===== src/trfb_pkg.sv =====
// Shared types and constants for the target report frame builder.
package trfb_pkg;

    localparam int PC_W  = 5;
    localparam int CNT_W = 3;

    localparam logic [15:0] CRC_INIT = 16'hFFFF;
    localparam logic [15:0] CRC_POLY = 16'h1021;

    localparam logic [7:0] HDR_MAGIC0  = 8'h4B;
    localparam logic [7:0] HDR_MAGIC1  = 8'h47;
    localparam logic [7:0] HDR_MAGIC2  = 8'h4E;
    localparam logic [7:0] HDR_VERSION = 8'h01;
    localparam logic [7:0] HDR_TYPE    = 8'h01;

    // program addresses that the sequencer jumps to or tests
    localparam logic [PC_W-1:0] PC_CRC_LO = 5'd16;

    // register index on the APB port
    localparam logic REG_NODE_ID = 1'b0;

    typedef enum logic [4:0] {
        SRC_MAGIC0,
        SRC_MAGIC1,
        SRC_MAGIC2,
        SRC_VERSION,
        SRC_TYPE,
        SRC_ZERO,
        SRC_SEQ_LO,
        SRC_SEQ_HI,
        SRC_NODE0,
        SRC_NODE1,
        SRC_NODE2,
        SRC_NODE3,
        SRC_PLEN_LO,
        SRC_PLEN_HI,
        SRC_COUNT,
        SRC_TARGET,
        SRC_CRC_LO,
        SRC_CRC_HI
    } src_t;

    typedef enum logic [1:0] {
        OP_NEXT,
        OP_SKIP_IF_EMPTY,
        OP_TARGET_LOOP,
        OP_END
    } op_t;

    typedef struct packed {
        src_t            src;
        op_t             op;
        logic            crc_en;
        logic            last;
        logic [PC_W-1:0] jump;
    } ucw_t;

    typedef struct packed {
        logic wr;
        logic clr;
    } st_ctl_t;

endpackage


===== src/trfb_rom.sv =====
// Microcode ROM: one control word per frame-building step.
module trfb_rom (
    input  logic [trfb_pkg::PC_W-1:0] pc,
    output trfb_pkg::ucw_t            cw
);
    import trfb_pkg::*;

    function automatic ucw_t mk(src_t s, op_t o, logic c, logic l, logic [PC_W-1:0] j);
        ucw_t w;
        w.src    = s;
        w.op     = o;
        w.crc_en = c;
        w.last   = l;
        w.jump   = j;
        return w;
    endfunction

    always_comb
    begin
        unique case (pc)
            5'd0:    cw = mk(SRC_MAGIC0,  OP_NEXT, 1'b1, 1'b0, '0);
            5'd1:    cw = mk(SRC_MAGIC1,  OP_NEXT, 1'b1, 1'b0, '0);
            5'd2:    cw = mk(SRC_MAGIC2,  OP_NEXT, 1'b1, 1'b0, '0);
            5'd3:    cw = mk(SRC_VERSION, OP_NEXT, 1'b1, 1'b0, '0);
            5'd4:    cw = mk(SRC_TYPE,    OP_NEXT, 1'b1, 1'b0, '0);
            5'd5:    cw = mk(SRC_ZERO,    OP_NEXT, 1'b1, 1'b0, '0);
            5'd6:    cw = mk(SRC_SEQ_LO,  OP_NEXT, 1'b1, 1'b0, '0);
            5'd7:    cw = mk(SRC_SEQ_HI,  OP_NEXT, 1'b1, 1'b0, '0);
            5'd8:    cw = mk(SRC_NODE0,   OP_NEXT, 1'b1, 1'b0, '0);
            5'd9:    cw = mk(SRC_NODE1,   OP_NEXT, 1'b1, 1'b0, '0);
            5'd10:   cw = mk(SRC_NODE2,   OP_NEXT, 1'b1, 1'b0, '0);
            5'd11:   cw = mk(SRC_NODE3,   OP_NEXT, 1'b1, 1'b0, '0);
            5'd12:   cw = mk(SRC_PLEN_LO, OP_NEXT, 1'b1, 1'b0, '0);
            5'd13:   cw = mk(SRC_PLEN_HI, OP_NEXT, 1'b1, 1'b0, '0);
            5'd14:   cw = mk(SRC_COUNT,   OP_SKIP_IF_EMPTY, 1'b1, 1'b0, PC_CRC_LO);
            5'd15:   cw = mk(SRC_TARGET,  OP_TARGET_LOOP, 1'b1, 1'b0, '0);
            5'd16:   cw = mk(SRC_CRC_LO,  OP_NEXT, 1'b0, 1'b0, '0);
            5'd17:   cw = mk(SRC_CRC_HI,  OP_END,  1'b0, 1'b1, '0);
            default: cw = mk(SRC_ZERO,    OP_END,  1'b0, 1'b1, '0);
        endcase
    end

endmodule


===== src/trfb_crc16.sv =====
// CRC-16/CCITT-FALSE accumulator, one byte per cycle while en is high.
module trfb_crc16 (
    input  logic        clk,
    input  logic        rst_n,
    input  logic        init,
    input  logic        en,
    input  logic [7:0]  data,
    output logic [15:0] crc
);
    import trfb_pkg::*;

    logic [15:0] crc_reg;
    logic [15:0] crc_next;

    // MSB first, no reflection
    function automatic logic [15:0] crc_step(logic [15:0] c, logic [7:0] b);
        logic [15:0] r;
        r = c ^ {b, 8'h00};
        for (int k = 0; k < 8; k++)
        begin
            if (r[15])
                r = {r[14:0], 1'b0} ^ CRC_POLY;
            else
                r = {r[14:0], 1'b0};
        end
        return r;
    endfunction

    always_comb
    begin
        priority if (init)
            crc_next = CRC_INIT;
        else if (en)
            crc_next = crc_step(crc_reg, data);
        else
            crc_next = crc_reg;
    end

    always_ff @(posedge clk or negedge rst_n)
    begin
        if (!rst_n)
            crc_reg <= CRC_INIT;
        else
            crc_reg <= crc_next;
    end

    assign crc = crc_reg;

endmodule


===== src/trfb_store.sv =====
// Target store: fill count and packed target words with byte read-out.
module trfb_store #(
    parameter int MAX_SLOTS = 3,
    parameter int IDX_W     = 2
) (
    input  logic                       clk,
    input  logic                       rst_n,
    input  trfb_pkg::st_ctl_t          ctl,
    input  logic [63:0]                wdata,
    input  logic [IDX_W-1:0]           rd_idx,
    input  logic [2:0]                 rd_byte_sel,
    output logic [trfb_pkg::CNT_W-1:0] count,
    output logic [7:0]                 rd_byte
);
    import trfb_pkg::*;

    logic [CNT_W-1:0] count_reg;
    logic [CNT_W-1:0] count_next;
    logic [63:0]      store_reg [MAX_SLOTS];
    logic             room;

    assign room = (count_reg < CNT_W'(MAX_SLOTS));

    always_comb
    begin
        priority if (ctl.clr)
            count_next = '0;
        else if (ctl.wr && room)
            count_next = count_reg + 1'b1;
        else
            count_next = count_reg;
    end

    always_ff @(posedge clk or negedge rst_n)
    begin
        if (!rst_n)
            count_reg <= '0;
        else
            count_reg <= count_next;
    end

    always_ff @(posedge clk)
    begin
        if (ctl.wr && room && !ctl.clr)
            store_reg[count_reg[IDX_W-1:0]] <= wdata;
    end

    assign rd_byte = store_reg[rd_idx][{rd_byte_sel, 3'b000} +: 8];
    assign count   = count_reg;

endmodule


===== src/target_report_frame_builder.sv =====
// Top level of the target report frame builder: sequencer, config port, output word register.
//
// Usage:
//   Input channel: one target slot per word, accepted on a rising edge with start high
//   and busy low. Valid slots go into the target store until it holds MAX_SLOTS of them;
//   further valid slots are dropped.
//   A slot with last_slot high starts a frame. busy rises right after the accepting edge
//   and the frame goes out one byte word per cycle on out_byte, each marked by a one-cycle
//   strobe: 14 header bytes, the count byte, 8 bytes per stored target, then the CRC
//   low/high. frame_end marks the final CRC byte. The accepting edge sets the sequencer
//   running, and the first byte then reaches the ports through the output word register;
//   busy stays high for the whole microcode program, which emits one byte per step.
//   A slot that is not last gives no output and does not raise busy.
//   busy drops in the cycle that shows the last byte, so the next slot may be taken then.
//   The receiver cannot stall: each output word is valid for exactly one cycle.
//   Config: APB write to offset 0 sets node_id; write only while idle.
//   Reset clears sequence, target count and sequencer, sets the CRC to its initial value; node_id resets to zero.
module target_report_frame_builder #(
    parameter int MAX_SLOTS = 3
) (
    input  logic               clk,
    input  logic               rst_n,
    input  logic               start,
    output logic               busy,
    input  logic               slot_valid,
    input  logic signed [15:0] x_mm,
    input  logic signed [15:0] y_mm,
    input  logic signed [15:0] velocity,
    input  logic [15:0]        resolution_mm,
    input  logic               last_slot,
    output logic               strobe,
    output logic [7:0]         out_byte,
    output logic               frame_end,
    input  logic               psel,
    input  logic               penable,
    input  logic               pwrite,
    input  logic [2:0]         paddr,
    input  logic [31:0]        pwdata,
    output logic [31:0]        prdata,
    output logic               pready
);
    import trfb_pkg::*;

    localparam int IDX_W = (MAX_SLOTS > 1) ? $clog2(MAX_SLOTS) : 1;

    // sequencer state
    logic             running_reg, running_next;
    logic [PC_W-1:0]  pc_reg, pc_next;
    logic [IDX_W-1:0] tgt_idx_reg, tgt_idx_next;
    logic [2:0]       byte_idx_reg, byte_idx_next;
    logic [15:0]      seq_reg, seq_next;
    logic [31:0]      node_id_reg, node_id_next;

    // output word register
    logic             strobe_reg, strobe_next;
    logic             frame_end_reg, frame_end_next;
    logic [7:0]       out_byte_reg, out_byte_next;

    logic             accept;
    logic             cfg_wr;
    ucw_t             cw;
    st_ctl_t          st_ctl;
    logic [CNT_W-1:0] count;
    logic [7:0]       tgt_byte;
    logic [15:0]      crc;
    logic [15:0]      plen;
    logic [7:0]       cur_byte;
    logic             crc_init;
    logic             crc_en;

    assign accept   = start && !running_reg;
    assign cfg_wr   = psel && penable && pwrite && pready;
    assign plen     = 16'({count, 3'b000}) + 16'd1;
    assign crc_init = accept && last_slot;
    assign crc_en   = running_reg && cw.crc_en;

    trfb_rom u_rom (
        .pc (pc_reg),
        .cw (cw)
    );

    trfb_crc16 u_crc (
        .clk   (clk),
        .rst_n (rst_n),
        .init  (crc_init),
        .en    (crc_en),
        .data  (cur_byte),
        .crc   (crc)
    );

    trfb_store #(
        .MAX_SLOTS (MAX_SLOTS),
        .IDX_W     (IDX_W)
    ) u_store (
        .clk         (clk),
        .rst_n       (rst_n),
        .ctl         (st_ctl),
        .wdata       ({resolution_mm, velocity, y_mm, x_mm}),
        .rd_idx      (tgt_idx_reg),
        .rd_byte_sel (byte_idx_reg),
        .count       (count),
        .rd_byte     (tgt_byte)
    );

    // byte source mux driven by the control word
    always_comb
    begin
        unique case (cw.src)
            SRC_MAGIC0:  cur_byte = HDR_MAGIC0;
            SRC_MAGIC1:  cur_byte = HDR_MAGIC1;
            SRC_MAGIC2:  cur_byte = HDR_MAGIC2;
            SRC_VERSION: cur_byte = HDR_VERSION;
            SRC_TYPE:    cur_byte = HDR_TYPE;
            SRC_ZERO:    cur_byte = 8'h00;
            SRC_SEQ_LO:  cur_byte = seq_reg[7:0];
            SRC_SEQ_HI:  cur_byte = seq_reg[15:8];
            SRC_NODE0:   cur_byte = node_id_reg[7:0];
            SRC_NODE1:   cur_byte = node_id_reg[15:8];
            SRC_NODE2:   cur_byte = node_id_reg[23:16];
            SRC_NODE3:   cur_byte = node_id_reg[31:24];
            SRC_PLEN_LO: cur_byte = plen[7:0];
            SRC_PLEN_HI: cur_byte = plen[15:8];
            SRC_COUNT:   cur_byte = 8'(count);
            SRC_TARGET:  cur_byte = tgt_byte;
            SRC_CRC_LO:  cur_byte = crc[7:0];
            SRC_CRC_HI:  cur_byte = crc[15:8];
            default:     cur_byte = 8'h00;
        endcase
    end

    // step counter, loop counters and jumps
    always_comb
    begin
        running_next   = running_reg;
        pc_next        = pc_reg;
        tgt_idx_next   = tgt_idx_reg;
        byte_idx_next  = byte_idx_reg;
        seq_next       = seq_reg;
        strobe_next    = 1'b0;
        frame_end_next = 1'b0;
        out_byte_next  = cur_byte;
        st_ctl.wr      = accept && slot_valid;
        st_ctl.clr     = 1'b0;

        if (running_reg)
        begin
            strobe_next    = 1'b1;
            frame_end_next = cw.last;
            unique case (cw.op)
                OP_NEXT:
                    pc_next = pc_reg + 1'b1;
                OP_SKIP_IF_EMPTY:
                    pc_next = (count == '0) ? cw.jump : pc_reg + 1'b1;
                OP_TARGET_LOOP:
                begin
                    byte_idx_next = byte_idx_reg + 1'b1;
                    if (byte_idx_reg == 3'd7)
                    begin
                        // end of one target word: next target or leave the loop
                        if ((CNT_W'(tgt_idx_reg) + 1'b1) == count)
                            pc_next = pc_reg + 1'b1;
                        else
                            tgt_idx_next = tgt_idx_reg + 1'b1;
                    end
                end
                OP_END:
                begin
                    running_next = 1'b0;
                    seq_next     = seq_reg + 1'b1;
                    st_ctl.clr   = 1'b1;
                end
                default:
                    running_next = 1'b0;
            endcase
        end
        else if (accept && last_slot)
        begin
            running_next  = 1'b1;
            pc_next       = '0;
            tgt_idx_next  = '0;
            byte_idx_next = '0;
        end
    end

    always_comb
    begin
        node_id_next = node_id_reg;
        if (cfg_wr && (paddr[2] == REG_NODE_ID))
            node_id_next = pwdata;
    end

    always_ff @(posedge clk or negedge rst_n)
    begin
        if (!rst_n)
        begin
            running_reg   <= 1'b0;
            pc_reg        <= '0;
            tgt_idx_reg   <= '0;
            byte_idx_reg  <= '0;
            seq_reg       <= '0;
            node_id_reg   <= '0;
            strobe_reg    <= 1'b0;
            frame_end_reg <= 1'b0;
        end
        else
        begin
            running_reg   <= running_next;
            pc_reg        <= pc_next;
            tgt_idx_reg   <= tgt_idx_next;
            byte_idx_reg  <= byte_idx_next;
            seq_reg       <= seq_next;
            node_id_reg   <= node_id_next;
            strobe_reg    <= strobe_next;
            frame_end_reg <= frame_end_next;
        end
    end

    always_ff @(posedge clk)
    begin
        out_byte_reg <= out_byte_next;
    end

    assign busy      = running_reg;
    assign strobe    = strobe_reg;
    assign frame_end = frame_end_reg;
    assign out_byte  = out_byte_reg;
    assign pready    = 1'b1;
    assign prdata    = (paddr[2] == REG_NODE_ID) ? node_id_reg : 32'd0;

    // frame_end only ever tags an emitted word
    a_end_strobed: assert property (@(posedge clk) disable iff (!rst_n)
        frame_end |-> strobe)
        else $error("frame_end without strobe");

    // every output word comes from a busy cycle
    a_strobe_busy: assert property (@(posedge clk) disable iff (!rst_n)
        strobe |-> $past(busy))
        else $error("strobe outside a frame");

    // the sequencer stops exactly on the last CRC byte
    a_fall_end: assert property (@(posedge clk) disable iff (!rst_n)
        $fell(busy) |-> frame_end)
        else $error("frame stopped without frame_end");

    // a gap follows each frame: frame_end is never directly followed by a strobe
    a_end_gap: assert property (@(posedge clk) disable iff (!rst_n)
        frame_end |=> !strobe)
        else $error("output word right after frame_end");

endmodule

===== config.mk =====
export PLATFORM = sky130hd
export DESIGN_NAME = target_report_frame_builder
export DESIGN_NICKNAME = d
export VERILOG_FILES = /design/src/trfb_pkg.sv /design/src/trfb_rom.sv /design/src/trfb_crc16.sv /design/src/trfb_store.sv /design/src/target_report_frame_builder.sv
export SDC_FILE = /design/constraint.sdc
export NUM_CORES = 1
export LEC_CHECK = 0
export BUFFER_PORTS_ARGS = -buffer_cell sky130_fd_sc_hd__buf_2
export CAP_MARGIN = 20
export CELL_PAD_IN_SITES_DETAIL_PLACEMENT = 1
export CELL_PAD_IN_SITES_GLOBAL_PLACEMENT = 2
export CORE_UTILIZATION = 45
export CTS_BUF_LIST = sky130_fd_sc_hd__clkbuf_4
export DETAILED_ROUTE_END_ITERATION = 6
export PLACE_DENSITY_LB_ADDON = 0.1
export SETUP_SLACK_MARGIN = 0.4
export SYNTH_ARGS = -nofsm -noshare
export SYNTH_HDL_FRONTEND = slang
export SYNTH_SLANG_ARGS = --single-unit

===== constraint.sdc =====
create_clock -name clk -period 5.7 [get_ports clk]
set_input_delay 0.285 -clock clk [delete_from_list [all_inputs] [get_ports clk]]
set_output_delay 0.285 -clock clk [all_outputs]
set_load 0.01 [all_outputs]

==> impl_results.md <==
- Run status: completed
- I/O pin total: 151
- Post-route ant nets: 0
- Final design utilization: 0.571
- Layout cells sized above 1: 0.331
- Leakage power total: 5.91 nW
- FF/Latch Area: 7950 um2
- Die area: 28100 um2
- Largest net degree at the start of global routing: 81
- Post-synth top area cell: edfxtp_1
- Clock sinks: 280
- CP max-delay cell: dfrtp_1
- Hold path start: start
- Area contributors post-synth: edfxtp_1, dfrtp_1, mux4_2, mux2_2, dfstp_2
- Clock Latency Late Sink: 0.71 ns
- Syn Std Cell Area: 12300 um2
- CTS clk-pin slew, worst paths: 0.06 ns
- Total grt overflow: 0
- Maximum vdd ir drop: 0.270 mV
- Yosys top cell area share: 0.467
- Multi-input logic area: 4100 um2
- WHS: 0.187 ns
- Most common cell in the synthesized netlist: edfxtp_1
- Startpoint types: register
- Setup Fix Bufs, Post-CTS: 0
- Die Ht: 168 um
- Slew margin rel.: 0.384
- Antenna violations before repair: 1
- CP Launch Point: pc_reg[2]
- First-pass GRT wire length: 49700 um
- Worst-margin pin slew: 0.924 ns
- Pwr Density: 414 nW/um2
- Fin nets: 1225
- DRT Pass-1 Iters: 5
- Min-Delay Path Class: in -> reg
- Most used DFF post-synth: edfxtp_1
- Post-CTS Resized: 0
- Most frequent cell on the critical path: a21oi_1
- H-tree level count: 3
- Period utilisation layout: 0.628
- Syn avg cell area: 15.3 um2
- Routed Wire Length: 31800 um
- Yosys cell types: 68
- Syn_nets: 927
- CP max FO: 25
- Cell Rows: 60
- Fmax: 279 MHz
- Post-route minimum period: 3.58 ns
- DRT iter0 DRCs: 492
- CP required: 6.30 ns
- Syn Inst Count: 808
- RSZ-0062 raised after global routing: false
- CP arrival: 4.18 ns
- Critical path capture point type: register
- Final slew viol count: 0
- Async SR Flop Fraction: 0.286
- Seq cells post-synth: 280
- Clock skew: 0.0524 ns
- Final WS setup: 2.12 ns
- Area delta synth->final: 24.7%
- Max stage delay on crit path: 0.87 ns
- Die Width: 168 um
- Vias in the first global route: 8884
- Max capacitance violation total: 0
- Core area: 27000 um2
- EDFF count, synth: 192
- Total track usage: 0.232
- CTS tree: done
- Final setup viols: 0
- Pre-CTS WS: 2.16 ns
- Crit path buf inv count: 0
- CP cell instances: nand2_1, nor3_2, o21ai_0, a21oi_1, a211o_1, xor2_2, xnor3_1, a21oi_1
- GPL Wtd Cong: 0.824
- Clk root buf: clkbuf_4
- DR vias/cell: 5.41
- CTS Buf Count: 79
- R2r startpoint: pc_reg[2]
- Port bufs: 147
- WL/cell: 21.1 um
- Post-synthesis sequential area ratio: 0.644
- Clk buf depth: 3
- Vias: 8149
- Number of flip-flops in the largest register: 192
- Ys Warns: 0
- Dpl hpwl: 20400 um
- Drc violations: 0
- Kind of critical path: reg -> reg
- Design Power: 6.37 mW
- Hold Violations, Final: 0
- Synth top cells by count: edfxtp_1, dfrtp_1, mux2_2
- Initial Util: 0.458
- Fillers: 2674
- Top delay family on crit path: simple AND/OR/NAND/NOR gates
- Fin Setup TNS: 0 ns
[routing by layer]
metal,track usage,vias to the layer above,share of wire
met5,0,-,0
met4,0.0826,0,0.022
met3,0.0470,63,0.044
met2,0.402,204,0.52
met1,0.288,4117,0.42
li1,-,3765,-
[worst register-to-register path: stages, from the launching register on]
cell and delay (ns):
dfrtp_1 0.87, nand2_1 0.39, nor3_2 0.68, o21ai_0 0.19, a21oi_1 0.23, a211o_1 0.20
xor2_2 0.33, xnor3_1 0.46, a21oi_1 0.15
[layout by cell type (no fill, tap or decap), types with 9 or more instances in the layout]
cell,instances
nor2_1,19
mux2_2,42
o21ai_0,28
inv_1,13
a21oi_1,28
ha_1,12
dfstp_2,16
buf_2,146
edfxtp_1,192
nand2_1,34
clkinv_1,23
buf_4,12
and3_1,9
dfrtp_1,62
mux4_2,33
mux2i_1,27
clkbuf_4,110
dlygate4sd3_1,101
nor3_1,19
nand4_1,12
nand2b_1,9
nor2b_1,41
nand3_1,18
xnor2_1,25
[through the flow]
step / std cells / area [um2]
final: 1507 / 15400
after CTS: 1504 / 15300
after global routing: 1507 / 15400
after detailed placement: 1264 / 13400
after global placement: 1264 / 13400
after floorplan: 808 / 12300
[area by class of cell]
type                            count  share of cell area
Inverter                           15             0.00366
Antenna cell                        1            0.000163
Multi-Input combinational cell    469               0.267
Tap cell                          341              0.0277
Clock buffer                      110              0.0537
Sequential cell                   280               0.517
Clock inverter                     30             0.00943
Timing Repair Buffer              261               0.122
[repair_timing]
item	in CTS	in global routing
endpoints found under the hold margin	291	9
hold buffers	100	1
setup endpoints to repair	0	0
[power breakdown]
part / internal (mW) / switching [mW] / total (mW)
registers: 2.49 / 0.261 / 2.75
logic: 0.903 / 0.947 / 1.85
clock network: 0.904 / 0.866 / 1.77
total: 4.30 / 2.07 / 6.37
[kinds of logic after synthesis]
kind of cell             after synthesis  share of synthesized area
other                                  1                   0.000304
XOR/XNOR                              41                     0.0372
flip-flops                           280                      0.644
buffers and inverters                 59                     0.0238
multiplexers                         109                      0.135
AND/OR/NAND/NOR                      196                     0.0882
adder cells (fa/ha/maj)               12                     0.0122
AO/OA/AOI/OAI                        110                     0.0589
[worst paths after layout]
path | to | slack [ns] | depth (start not counted)
max in group asynchronous | u_crc.crc[4] | 4.55 | 4
worst max register to register | u_crc.crc[7] | 2.12 | 8
worst min register to register | seq_reg[15] | 0.51 | 1
worst min-delay path | busy | 0.19 | 4
worst max-delay path | u_crc.crc[7] | 2.12 | 8
min in group asynchronous | seq_reg[7] | 0.50 | 3
(Power assumes the default switching activity.)
